[config.mk]
export PLATFORM = sky130hd
export DESIGN_NAME = imsp_ctrl
export DESIGN_NICKNAME = d
export VERILOG_FILES = /design/src/rtl/core/imsp_pkg.sv /design/src/rtl/core/imsp_ctrl.sv
export SDC_FILE = /design/constraint.sdc
export NUM_CORES = 1
export LEC_CHECK = 0
export BUFFER_PORTS_ARGS = -buffer_cell sky130_fd_sc_hd__buf_2
export CAP_MARGIN = 30
export CORE_AREA = 8 8 45 47
export CTS_BUF_LIST = sky130_fd_sc_hd__clkbuf_2
export DETAILED_ROUTE_END_ITERATION = 10
export DIE_AREA = 0 0 53 55
export HOLD_SLACK_MARGIN = 0.08
export PLACE_DENSITY = 0.79
export SYNTH_ARGS = -nofsm -noshare
export SYNTH_HDL_FRONTEND = slang
export SYNTH_SLANG_ARGS = --single-unit
[constraint.sdc]
create_clock -name i_clk -period 1.6 [get_ports i_clk]
set_clock_uncertainty 0.2 [all_clocks]
set_input_delay 0.08 -clock i_clk [delete_from_list [all_inputs] [get_ports i_clk]]
set_output_delay 0.08 -clock i_clk [all_outputs]
set_load 0.01 [all_outputs]
[src/rtl/core/imsp_pkg.sv]
// imsp_pkg: shared types, codes, widths and elaboration-time helpers for the
// image margin sigmoid pad block. No dependencies.
`default_nettype none

package imsp_pkg;

    // defaults for the top-level parameters
    localparam int MAX_ROWS_DEF   = 64;
    localparam int MAX_COLS_DEF   = 64;
    localparam int MAX_MARGIN_DEF = 32;
    localparam int WTAB_DEPTH_DEF = 256;

    // fixed field widths
    localparam int DIM_W  = 7;
    localparam int MAR_W  = 6;
    localparam int POS_W  = 8;
    localparam int PIX_W  = 16;
    localparam int SUM_W  = 28;
    localparam int CNT_W  = 14;
    localparam int CFG_IW = 3;
    localparam int CFG_DW = 7;

    // shared divider and square root widths
    localparam int DIV_NW = 56;
    localparam int DIV_DW = 24;
    localparam int SQ_W   = 28;
    localparam int SQR_W  = SQ_W / 2;

    // register indexes
    localparam logic [CFG_IW-1:0] CFG_ROWS = 3'd0;
    localparam logic [CFG_IW-1:0] CFG_COLS = 3'd1;
    localparam logic [CFG_IW-1:0] CFG_VM   = 3'd2;
    localparam logic [CFG_IW-1:0] CFG_HM   = 3'd3;
    localparam logic [CFG_IW-1:0] CFG_REFL = 3'd4;
    localparam logic [CFG_IW-1:0] CFG_AVG  = 3'd5;

    localparam longint unsigned Q31 = 64'h0000_0000_8000_0000;

    typedef enum logic [4:0] {
        S_IDLE, S_LD_DIV, S_LD_WAIT, S_LD_WR, S_LD_END, S_BG_DIV, S_BG_WAIT,
        S_RD_POS, S_RD_MAP, S_RD_MEM, S_RD_SEL, S_ED_DIV, S_ED_WAIT,
        S_CR_SQ, S_CR_SUM, S_CR_MUL, S_CR_KMAX, S_CR_DIV, S_CR_DWAIT,
        S_CR_SQRT, S_CR_SWAIT, S_TAB, S_BL_MUL, S_BL_SUM, S_EMIT
    } t_state;

    typedef enum logic [4:0] {
        OP_NONE, OP_LD_DIV, OP_LD_WR, OP_BG_DIV, OP_BG_WAIT, OP_POS, OP_MAP,
        OP_MEM, OP_SEL, OP_ED_DIV, OP_ED_WAIT, OP_CR_SQ, OP_CR_SUM, OP_CR_MUL,
        OP_CR_KMAX, OP_CR_DIV, OP_CR_SQRT, OP_CR_SWAIT, OP_TAB, OP_BL_MUL,
        OP_BL_SUM, OP_EMIT
    } t_op;

    typedef enum logic [1:0] {ZN_BEFORE, ZN_INSIDE, ZN_AFTER} t_zone;

    typedef struct packed {
        logic accept;
        t_op  op;
    } t_cmd;

    typedef struct packed {
        logic ld_full;
        logic interior;
        logic corner;
        logic s_ge_den;
        logic div_done;
        logic sq_done;
    } t_stat;

    typedef struct packed {
        t_zone              zone;
        logic [DIM_W-1:0]   src;
        logic [MAR_W-1:0]   enm;
        logic [MAR_W-1:0]   eden;
        logic [MAR_W-1:0]   cnum;
        logic [MAR_W-1:0]   cden;
    } t_axis;

    // exp(-y) in Q31 from a fourth-order series raised to the 64th power
    function automatic longint unsigned f_negexp(input longint unsigned yq);
        longint unsigned t, t2, t3, t4, e;
        t  = yq >> 6;
        t2 = (t * t) >> 31;
        t3 = (t2 * t) >> 31;
        t4 = (t3 * t) >> 31;
        e  = Q31 - t + t2 / 2 - t3 / 6 + t4 / 24;
        for (int i = 0; i < 6; i++) begin
            e = (e * e) >> 31;
        end
        return e;
    endfunction

endpackage

`default_nettype wire

[src/rtl/core/imsp_ctrl.sv]
// imsp_ctrl: sequencer for loads, background mean and padded reads.
// Depends on imsp_pkg for state, command and status types.
`default_nettype none

module imsp_ctrl
    import imsp_pkg::*;
(
    input  wire logic i_clk,
    input  wire logic i_rst_n,
    input  wire logic i_start,
    input  wire logic i_opcode,
    input  wire t_stat i_stat,
    output logic      o_busy,
    output t_cmd      o_cmd
);
    t_state r_state, n_state;

    // state register
    always_ff @(posedge i_clk) begin
        if (!i_rst_n) begin
            r_state <= S_IDLE;
        end else begin
            r_state <= n_state;
        end
    end

    // next state and command
    always_comb begin
        n_state      = r_state;
        o_cmd.accept = 1'b0;
        o_cmd.op     = OP_NONE;
        unique case (r_state)
            S_IDLE: begin
                if (i_start) begin
                    o_cmd.accept = 1'b1;
                    if (i_opcode) begin
                        n_state = i_stat.ld_full ? S_RD_POS : S_IDLE;
                    end else begin
                        n_state = i_stat.ld_full ? S_IDLE : S_LD_DIV;
                    end
                end
            end
            S_LD_DIV: begin
                o_cmd.op = OP_LD_DIV;
                n_state  = S_LD_WAIT;
            end
            S_LD_WAIT: begin
                if (i_stat.div_done) n_state = S_LD_WR;
            end
            S_LD_WR: begin
                o_cmd.op = OP_LD_WR;
                n_state  = S_LD_END;
            end
            S_LD_END: begin
                n_state = i_stat.ld_full ? S_BG_DIV : S_IDLE;
            end
            S_BG_DIV: begin
                o_cmd.op = OP_BG_DIV;
                n_state  = S_BG_WAIT;
            end
            S_BG_WAIT: begin
                o_cmd.op = OP_BG_WAIT;
                if (i_stat.div_done) n_state = S_IDLE;
            end
            S_RD_POS: begin
                o_cmd.op = OP_POS;
                n_state  = S_RD_MAP;
            end
            S_RD_MAP: begin
                o_cmd.op = OP_MAP;
                n_state  = S_RD_MEM;
            end
            S_RD_MEM: begin
                o_cmd.op = OP_MEM;
                n_state  = S_RD_SEL;
            end
            S_RD_SEL: begin
                o_cmd.op = OP_SEL;
                if (i_stat.interior)    n_state = S_EMIT;
                else if (i_stat.corner) n_state = S_CR_SQ;
                else                    n_state = S_ED_DIV;
            end
            S_ED_DIV: begin
                o_cmd.op = OP_ED_DIV;
                n_state  = S_ED_WAIT;
            end
            S_ED_WAIT: begin
                o_cmd.op = OP_ED_WAIT;
                if (i_stat.div_done) n_state = S_TAB;
            end
            S_CR_SQ: begin
                o_cmd.op = OP_CR_SQ;
                n_state  = S_CR_SUM;
            end
            S_CR_SUM: begin
                o_cmd.op = OP_CR_SUM;
                n_state  = S_CR_MUL;
            end
            S_CR_MUL: begin
                o_cmd.op = OP_CR_MUL;
                n_state  = i_stat.s_ge_den ? S_CR_KMAX : S_CR_DIV;
            end
            S_CR_KMAX: begin
                o_cmd.op = OP_CR_KMAX;
                n_state  = S_TAB;
            end
            S_CR_DIV: begin
                o_cmd.op = OP_CR_DIV;
                n_state  = S_CR_DWAIT;
            end
            S_CR_DWAIT: begin
                if (i_stat.div_done) n_state = S_CR_SQRT;
            end
            S_CR_SQRT: begin
                o_cmd.op = OP_CR_SQRT;
                n_state  = S_CR_SWAIT;
            end
            S_CR_SWAIT: begin
                o_cmd.op = OP_CR_SWAIT;
                if (i_stat.sq_done) n_state = S_TAB;
            end
            S_TAB: begin
                o_cmd.op = OP_TAB;
                n_state  = S_BL_MUL;
            end
            S_BL_MUL: begin
                o_cmd.op = OP_BL_MUL;
                n_state  = S_BL_SUM;
            end
            S_BL_SUM: begin
                o_cmd.op = OP_BL_SUM;
                n_state  = S_EMIT;
            end
            S_EMIT: begin
                o_cmd.op = OP_EMIT;
                n_state  = S_IDLE;
            end
            default: n_state = S_IDLE;
        endcase
    end

    assign o_busy = (r_state != S_IDLE);

endmodule

`default_nettype wire

# Word level (Yosys, flattened, before mapping)
# Cells that the tools add are included.
[op_classes] n_reduce_logical=3 eq_ne=30 mux=17
[op_table] operator="$pmux W5 S24" count=1
[op_table] operator="$pmux W5 S21" count=1
[op_table] operator="$eq A5 B5 Y1 const B" count=9
[op_table] operator="$eq A5 B4 Y1 const B" count=8
[op_table] operator="$mux W5" count=7
[op_table] operator="$eq A5 B3 Y1 const B" count=4
[op_table] operator="$mux W3" count=4
[op_table] operator="$ne A2 B2 Y1 const B" count=6
[op_table] operator="$eq A5 B2 Y1 const B" count=2
[op_table] operator="$reduce_and A6 Y1" count=1
[op_table] operator="$eq A5 B1 Y1 const B" count=1
[op_table] operator="$logic_not A5 Y1" count=1
[op_table] operator="$reduce_bool A5 Y1" count=1
[op_table] operator="$mux W1" count=4
[totals] elab_cells=51 register_bits=5

# Longest topological paths before layout
# Gate-level depths: netlist (run 1).
[logic_depth] depth_word=4 ltp_mapped=7 mapped_depth_nobuf=5

# Worst setup path before layout (run 1)
# Ideal clock, no wire load.
[synth_timing] path_kind="flip-flop to output port" startpoint="register r_state[1]" endpoint="output port o_cmd[1] (netlist bit)" setup_slack_ns=0.120 stages_incl_launch_ff=6 required_ns=1.320 arrival_time_ns=1.200 path_cell_list="dfxtp_1 buf_2 buf_2 buf_2 o21ai_0 o22ai_1"
[synth_rtl] element="start, declared" line="imsp_ctrl.sv:16" text="t_state r_state, n_state;"
[synth_rtl] element="start signal, assigned" line="imsp_ctrl.sv:23" text="r_state <= n_state;"
[synth_rtl] element="end, declared" line="imsp_ctrl.sv:14" text="output t_cmd o_cmd"

# Final worst setup path (run 1)
[layout_timing] startpoint="register r_state[1]" endpoint="register r_state[1]"
[layout_between] elab_chain_cells=3 word_cells_on_any_way=32
[layout_lines] element="$eq A5 B2 Y1 (tied with other cells)" line="imsp_ctrl.sv:32" text="unique case (r_state)"
[layout_lines] element="$ne A2 B2 Y1 (no source line)"
[layout_lines] element="$reduce_and A6 Y1 (no source line)"
# Several ways; a longest one is shown, not always the timed one.
# A chain may end at the register's enable or synchronous reset.

==> out/metrics.csv, run 1 <==
stage,metric,value,unit
sta,layout_setup_ws,-0.05937,ns
final_layout,fin_nets,150,
logic_synthesis,yosysWarnings,0,
sta,finalSetupViolCount,10,
setup_path,rr_startpoint,r_state[1]$_SDFFE_PN0P_,
final_layout,largest_register,r_state,
cts,cts_tree,done,
logic_synthesis,synthCells,103,
global_routing,grt_max_degree,14,
setup_path,cp-start-kind,register,
place,dpl.hpwl,1670,um
logic_synthesis,synth_area,698.2,um2
final_layout,postLayoutCellArea,1052,um2
logic_synthesis,synth.distinct_cells,41,
setup_path,crit_required,1.54,ns
floorplan,die_h,55,um
cts,clock_latency,0.22,ns
setup_path,cp-startpoint,r_state[1]$_SDFFE_PN0P_,
floorplan,rows,14,
cts,htree_levels,1,
setup_path,rr_endpoint,r_state[1]$_SDFFE_PN0P_,
drt,antenna_left,0,
sta,maxSlewHeadroom,80.03,%
logic_synthesis,yosysTopAreaCell,dfxtp_1,
sta,rsz0062_at_grt,yes,
cts,numCtsBuffers,3,
power_and_ir_drop,power_density,1607,nW/um2
place,io_buffers,16,
drt,vias,985,
setup_path,critPathKind,register to register,
floorplan,core,1384,um2
floorplan,dieArea,2915,um2
sta,period_needed,1.659,ns
run_status,status,"complete, but fails checks",
drt,wl,2715,um
setup_path,endpoint,r_state[1]$_SDFFE_PN0P_,
cts,clkTransAtPathRegs,0.06,ns
global_routing,grt_pass1_vias,888,
global_routing,track_usage,18.38,%
sta,drv_slew,0,
final_layout,antenna_cells,0,
logic_synthesis,synth_seq_cells,5,
sta,clock.fmax,602.6,MHz
cts,cts_buffer_depth,2,
logic_synthesis,synth_edf_count,0,
place,pre_cts_ws,-0.2061,ns
logic_synthesis,syn_avg_cell_area,6.778,um2
power_and_ir_drop,leakage,0.4628,nW
setup_path,r2r_setup_slack,-0.06,ns
setup_path,path_max_fanout,8,
drt,drc_errors,0,
final_layout,area_delta_synth_final,50.72,%
final_layout,reg.largest.list,r_state x5,
logic_synthesis,synth_common_cells,"nand2_1, nor2_1, a21oi_1",
logic_synthesis,synth_most_common_cell,nand2_1,
cts,cts_sinks,5,
run_status,violations,negative setup slack,
sta,worst_slew_pin_slew,0.2976,ns
logic_synthesis,yosysTopAreaCellShare,14.34,%
global_routing,antenna_found_initial,0,
power_and_ir_drop,power,0.001691,W
sta,fin_crit_sh,103.7,%
sta,hold_viol_final,0,
drt,drt_first_pass_iters,5,
place,dpl-instance-area,874.6,um2
logic_synthesis,yosys-top-cells-area,"dfxtp_1, nand2_1, nor2_1",
setup_path,cp-end-kind,register,
final_layout,largest_reg_flops,5,
drt,drt_iter0_drc,58,
flow_run,drv_cap,0,
global_routing,grt_pass1_wl,4119,um
floorplan,die_w,53,um
drt,avgRoutedWirePerCell,17.63,um
logic_synthesis,synthesis.nets,114,
drt,viasPerCell,6.396,
setup_path,reg2regPathDepth,5,
final_layout,fillers,97,
global_routing,overflow,0,
hold_path,hold_class,input pin to register,
floorplan,boundaryPins,17,
floorplan,start_util,50.45,%
logic_synthesis,seq_area_frac_synth,14.34,%
power_and_ir_drop,ir_drop,1.019,mV
final_layout,drive_above_1_share,47.83,%
place,place_congestion,0.8935,
setup_path,worst_ep_arrival_time,1.60,ns
cts,cts-root-buf,clkbuf_2,
logic_synthesis,synthFlopType,dfxtp_1,
logic_synthesis,synth_async_sr_flop_share,0,%
==> power by group <==
group | total (W) | switching (W) | internal [W]
registers | 0.000293 | 0.000112 | 0.000181
clock network | 0.000118 | 0.0000516 | 0.0000662
logic | 0.00128 | 0.000671 | 0.000610
==> cell usage in the layout, fill, tap and decap left out, drive strengths merged, types with 2 or more instances in the layout <==
master	synthesis	routed
a21boi	2	2
a21oi	7	7
a311oi	3	3
a31oi	3	3
and2	2	2
and2b	3	3
buf	9	38
clkbuf	0	4
dfxtp	5	5
dlygate4sd3	0	2
inv	5	5
nand2	15	15
nand3	2	2
nor2	10	10
nor2b	2	2
nor3	4	4
o211ai	2	2
o21ai	5	5
o22ai	5	5
o31ai	2	2
==> final cells by class <==
| type | count | area (um2) | share of cell area [%] |
|---|---|---|---|
| multi-input combinational | 84 | 594.3 | 56.48 |
| tap | 16 | 20.02 | 1.902 |
| inverter | 5 | 18.77 | 1.784 |
| timing repair buffer | 40 | 280.3 | 26.63 |
| sequential | 5 | 118.9 | 11.30 |
| clock buffer | 4 | 20.02 | 1.902 |
==> per-layer routing <==
metal,routed length (um),vias up,track usage (%)
li1,-,452,-
met1,1008,438,22.41
met2,1321,83,31.05
met3,322,12,6.417
met4,62,0,2.586
met5,0,-,0
==> how the worst min path moves through the flow <==
stage,from,endpoint,slack [ns],cells after the start
6_report,i_stat[1],r_state[0]$_SDFFE_PN0P_,0.10,4
3_3_place_gp,i_rst_n,r_state[3]$_SDFFE_PN0P_,0.16,2
5_1_grt,i_start,r_state[0]$_SDFFE_PN0P_,0.11,4
2_1_floorplan,i_rst_n,r_state[3]$_SDFFE_PN0P_,0.008,1
4_1_cts,i_stat[1],r_state[2]$_SDFFE_PN0P_,0.1,4
3_5_place_dp,i_rst_n,r_state[3]$_SDFFE_PN0P_,0.17,2
==> metrics by stage <==
stage          cells  setup TNS, ns  hold slack [ns]  utilization, %
4_1_cts          154        -0.1339          0.09752           70.89
6_report         154        -0.3255           0.1032           76.04
2_1_floorplan    103              0         0.008165               -
3_5_place_dp     145        -0.3290           0.1693           63.20
3_3_place_gp     145        -0.2499           0.1625           63.20
5_1_grt          154        -0.9674           0.1078           76.04
==> cell families (layout without fill, tap and decap cells) <==
kind of cell | count (synthesis) | after routing | synth area share (%)
simple gates | 44 | 44 | 33.34
compound gates | 38 | 38 | 36.92
buf+inv | 14 | 49 | 12.19
flops | 5 | 5 | 14.34
fa+ha+maj | 1 | 1 | 1.792
mux | 1 | 1 | 1.434
==> worst max-delay path, cell delays in order (launching register included) <==
cell and delay [ns]:
dfxtp_4 0.39, and4bb_1 0.30, a21oi_2 0.04, or3_4 0.39, and2_4 0.16, o22ai_1 0.10
==> timing repair <==
item                                    in CTS  in global routing
setup buffers                                3                  0
endpoints found under the hold margin        5                  0
pin swaps                                    0                 11
gates cloned                                 0                  0
endpoints found under the setup margin      10                 11
hold buffers                                 2                  0
gates resized for setup                     16                 21
(Power assumes the default switching activity.)
==> run 2, diff against run 1 <==
--- a/config.mk
+++ b/config.mk
@@ -13,6 +13,7 @@
 export DIE_AREA = 0 0 53 55
 export HOLD_SLACK_MARGIN = 0.08
 export PLACE_DENSITY = 0.79
+export SETUP_SLACK_MARGIN = 0.3
 export SYNTH_ARGS = -nofsm -noshare
 export SYNTH_HDL_FRONTEND = slang
 export SYNTH_SLANG_ARGS = --single-unit
==> constraint.sdc (replaced) <==
create_clock -name i_clk -period 1.6 [get_ports i_clk]
set_clock_uncertainty 0.2 [all_clocks]
set_input_delay 0.08 -clock i_clk [delete_from_list [all_inputs] [get_ports i_clk]]
set_output_delay 0.08 -clock i_clk [all_outputs]
set_load 0.1 [all_outputs]
==> run 2 against run 1 <==
  * The run now fails in global routing
  * Synthesized cell count unchanged
  * Synthesized area is the same
==> out/metrics.csv, run 2 <==
stage,metric,value,unit,change
logic_synthesis,yosysWarnings,0,,unchanged
floorplan,die_h,55,um,unchanged
place,place_congestion,0.9142,,was 0.8935
run_status,haltStage,global routing,,
place,dpl.hpwl,2043,um,was 1670 um
place,pre_cts_ws,-0.07456,ns,was -0.2061 ns
logic_synthesis,syn_avg_cell_area,6.778,um2,unchanged
logic_synthesis,synth_area,698.2,um2,unchanged
logic_synthesis,synth_edf_count,0,,unchanged
run_status,error,[ERROR DPL-0033] detailed placement checks failed during check placement.,,
logic_synthesis,synthFlopType,dfxtp_1,,unchanged
place,io_buffers,16,,unchanged
cts,cts_buffer_depth,2,,unchanged
sta,grt-worst-endpoint,o_cmd[1],,
cts,cts-root-buf,clkbuf_2,,unchanged
place,placedCellCount,153,,was 145
floorplan,start_util,50.45,%,unchanged
run_status,status,stopped before the end,,"was complete, but fails checks"
floorplan,die_w,53,um,unchanged
logic_synthesis,synthesis.nets,114,,unchanged
floorplan,boundaryPins,17,,unchanged
logic_synthesis,yosys-top-cells-area,"dfxtp_1, nand2_1, nor2_1",,unchanged
floorplan,rows,14,,unchanged
global_routing,grt_max_degree,9,,
logic_synthesis,synth.distinct_cells,41,,unchanged
sta,endpoint_type,top-level output,,
global_routing,antenna_found_initial,0,,
cts,htree_levels,1,,unchanged
logic_synthesis,synth_most_common_cell,nand2_1,,unchanged
cts,numCtsBuffers,3,,unchanged
logic_synthesis,yosysTopAreaCellShare,14.34,%,unchanged
cts,cts_sinks,5,,unchanged
logic_synthesis,seq_area_frac_synth,14.34,%,unchanged
logic_synthesis,yosysTopAreaCell,dfxtp_1,,unchanged
logic_synthesis,synth_async_sr_flop_share,0,%,unchanged
logic_synthesis,synth_common_cells,"nand2_1, nor2_1, a21oi_1",,unchanged
logic_synthesis,synthCells,103,,unchanged
logic_synthesis,synth_seq_cells,5,,unchanged
## run 2: cell counts after synthesis
No cell type changed its count.
## run 2: cells by family after synthesis
| group | count (synthesis) | synth area share (%) |
|---|---|---|
| AO/OA/AOI/OAI | 38 | 36.92 |
| adder cells (fa/ha/maj) | 1 | 1.792 |
| buffers and inverters | 14 | 12.19 |
| flip-flops | 5 | 14.34 |
| multiplexers | 1 | 1.434 |
| AND/OR/NAND/NOR | 44 | 33.34 |
## run 2: repair_timing
| item | CTS |
|---|---|
| resized for setup | 28 |
| pin swaps | 6 |
| setup endpoints to repair | 12 |
| endpoints found under the hold margin | 5 |
| hold buffers | 2 |
| buffers inserted | 3 |
## run 2: metrics by stage
stage               cell area [um2]  utilization [%]
floorplan                     804.5                -
global placement               1124            81.19
detailed placement             1124            81.19
CTS                            1255            90.69
==> run 3, diff against run 2 <==
==> config.mk (replaced) <==
export PLATFORM = sky130hd
export DESIGN_NAME = imsp_ctrl
export DESIGN_NICKNAME = d
export VERILOG_FILES = /design/src/rtl/core/imsp_pkg.sv /design/src/rtl/core/imsp_ctrl.sv
export SDC_FILE = /design/constraint.sdc
export NUM_CORES = 1
export LEC_CHECK = 0
export BUFFER_PORTS_ARGS = -buffer_cell sky130_fd_sc_hd__buf_2
export CAP_MARGIN = 30
export CORE_AREA = 8 8 69 71
export DETAILED_ROUTE_END_ITERATION = 10
export DIE_AREA = 0 0 77 79
export PLACE_DENSITY_LB_ADDON = 0.15
export SYNTH_ARGS = -nofsm -noshare
export SYNTH_HDL_FRONTEND = slang
export SYNTH_SLANG_ARGS = --single-unit
==> run 3 against run 2 <==
  * The flow now finishes, with violations (negative setup slack)
==> out/metrics.csv, run 3 (synthesis gave the netlist of run 1 again) <==
stage,metric,value,unit,change
run_status,status,"complete, but fails checks",,was stopped before the end
run_status,violations,negative setup slack,,
hold_path,holdPathStages,4,,
final_layout,largest_reg_flops,5,,
drt,drc_errors,0,,
hold_path,hold_start,i_stat[1],,
floorplan,die_w,77,um,was 53 um
floorplan,start_util,18.38,%,was 50.45%
setup_path,r2r_setup_slack,-0.13,ns,
place,io_buffers,16,,unchanged
place,dpl-instance-area,1164,um2,was 1124 um2
power_and_ir_drop,p_seq_share,8.8,%,
drt,avgRoutedWirePerCell,14.88,um,
cts,cts_sinks,5,,unchanged
setup_path,critical-path-slowest-cell,dfxtp_4,,
sta,worst_slew_pin_slew,0.2608,ns,
setup_path,reg2regPathDepth,7,,
power_and_ir_drop,leakage,0.6071,nW,
final_layout,antenna_cells,0,,
final_layout,largest_register,r_state,,
place,placedCellCount,188,,was 153
setup_path,path_max_fanout,4,,
final_layout,area_delta_synth_final,113.4,%,
setup_path,cp_cell_sequence,buf_6 > buf_6 > o211ai_1 > o21ai_1 > o22ai_4 > buf_12,,
drt,drt_first_pass_iters,4,,
global_routing,antenna_found_initial,0,,
cts,clock_latency,0.22,ns,
cts,numCtsBuffers,3,,unchanged
drt,viasPerCell,4.887,,
global_routing,overflow,0,,
sta,clock.fmax,570.8,MHz,
setup_path,cp-start-kind,register,,
power_and_ir_drop,switchingPower,0.001511,W,
cts,cts-root-buf,clkbuf_8,,was clkbuf_2
global_routing,track_usage,9.792,%,
setup_path,rr_endpoint,r_state[1]$_SDFFE_PN0P_,,
drt,drt_iter0_drc,23,,
final_layout,postLayoutCellArea,1490,um2,
power_and_ir_drop,power,0.003033,W,
floorplan,rows,23,,was 14
drt,wl,3035,um,
floorplan,boundaryPins,17,,unchanged
power_and_ir_drop,ir_drop,1.923,mV,
floorplan,core,3799,um2,
global_routing,grt_max_degree,11,,
cts,clkTransAtPathRegs,0.04,ns,
sta,period_needed,1.752,ns,
setup_path,path_common_cell,buf_6,,
setup_path,cp-end-kind,primary output,,
sta,drv_slew,0,,
place,place_congestion,0.8962,,was 0.9142
drt,antenna_left,0,,
power_and_ir_drop,power_density,2036,nW/um2,
setup_path,max_stage_delay,0.35,ns,
sta,rsz0062_at_grt,yes,,
final_layout,fin_nets,166,,
setup_path,worst_ep_arrival_time,1.47,ns,
power_and_ir_drop,p_sw_share,49.80,%,
cts,cts_buffer_depth,2,,unchanged
final_layout,multiInputGateArea,708.2,um2,
sta,fin_crit_sh,109.5,%,
setup_path,critPathKind,register to primary output,,
cts,cts_tree,done,,
floorplan,die_h,79,um,was 55 um
final_layout,fillers,401,,
cts,htree_levels,1,,unchanged
final_layout,final_cell_mix,"buf_4, nand2_1, buf_2, buf_6",,
final_layout,layout_commonest_cell,buf_4,,
power_and_ir_drop,pwr-share-clk,7.7,%,
sta,hold_viol_final,0,,
sta,finalSetupViolCount,11,,
global_routing,grt_pass1_wl,4912,um,
hold_path,hold_class,input pin to register,,
final_layout,drive_above_1_share,60.39,%,
sta,maxSlewHeadroom,82.12,%,
floorplan,dieArea,6083,um2,
place,dpl.hpwl,2228,um,was 2043 um
hold_path,holdPathEnd,r_state[0]$_SDFFE_PN0P_,,
final_layout,regArea,118.9,um2,
setup_path,crit_required,1.32,ns,
drt,vias,997,,
final_layout,fin_cells,204,,
setup_path,rr_startpoint,r_state[0]$_SDFFE_PN0P_,,
flow_run,drv_cap,0,,
sta,layout_setup_ws,-0.1518,ns,
power_and_ir_drop,pwr-share-comb,83.5,%,
global_routing,grt_pass1_vias,1020,,
sta,tns,-0.9177,ns,
power_and_ir_drop,p_int,0.001523,W,
final_layout,reg.largest.list,r_state x5,,
run 3: how the worst max path moves through the flow:
| stage | from | end | slack (ns) | cells after the start |
|---|---|---|---|---|
| after global routing | r_state[0]$_SDFFE_PN0P_ | o_cmd[1] | -0.20 | 6 |
| after detailed placement | r_state[2]$_SDFFE_PN0P_ | r_state[1]$_SDFFE_PN0P_ | -0.13 | 7 |
| after CTS | r_state[0]$_SDFFE_PN0P_ | o_cmd[1] | -0.15 | 6 |
| after global placement | r_state[1]$_SDFFE_PN0P_ | r_state[2]$_SDFFE_PN0P_ | -0.17 | 5 |
| final | r_state[2]$_SDFFE_PN0P_ | o_cmd[1] | -0.15 | 6 |
| after floorplan | r_state[3]$_SDFFE_PN0P_ | o_cmd[3] | -0.25 | 3 |
run 3: stage by stage:
| stage | util, % | hold WS (ns) | setup slack (ns) |
|---|---|---|---|
| finish | 39.23 | 0.1246 | -0.1518 |
| global route | 39.23 | 0.1338 | -0.1951 |
| CTS | 36.33 | 0.09023 | -0.1538 |
| detailed placement | 30.63 | 0.1903 | -0.1314 |
| global placement | 30.63 | 0.1704 | -0.1703 |
| floorplan | - | 0.008165 | -0.2543 |
run 3: cell type report:
| type | instances | share of cell area (%) |
|---|---|---|
| Multi-Input combinational cell | 84 | 47.52 |
| Timing Repair Buffer | 56 | 36.02 |
| Sequential cell | 5 | 7.976 |
| Tap cell | 50 | 4.198 |
| Clock buffer | 4 | 3.023 |
| Inverter | 5 | 1.259 |
run 3: metal layers:
| layer | up-vias | wire, um | part of all wire, % | track usage [%] |
|---|---|---|---|---|
| met4 | 0 | 54 | 1.8 | 2.830 |
| met1 | 487 | 1227 | 40 | 11.21 |
| li1 | 484 | - | - | - |
| met2 | 22 | 1625 | 54 | 17.93 |
| met3 | 4 | 128 | 4.2 | 2.032 |
| met5 | - | 0 | 0 | 0 |
run 3: worst max-delay path, delay by kind of cell, from the launching register on:
family / cells / cell delay [ns]
buffers and inverters: 3 / 0.44
DFF: 1 / 0.35
AOI/OAI and AO/OA: 3 / 0.45
run 3: repair_timing:
| item | 4_1_cts | 5_1_grt |
|---|---|---|
| setup buffers | 8 | 3 |
| hold buffers | 1 | 0 |
| setup endpoints to repair | 11 | 11 |
| resized for setup | 31 | 22 |
| endpoints found under the hold margin | 4 | 0 |
| pin swaps | 6 | 8 |
run 3: power by group through the flow:
stage	Combinational [W]	Clock, W	Sequential [W]
after floorplan	0.00142	0	0.000196
after global placement	0.00210	0	0.000247
after detailed placement	0.00210	0	0.000246
after CTS	0.00236	0.000238	0.000250
after global routing	0.00268	0.000247	0.000274
final	0.00253	0.000235	0.000265
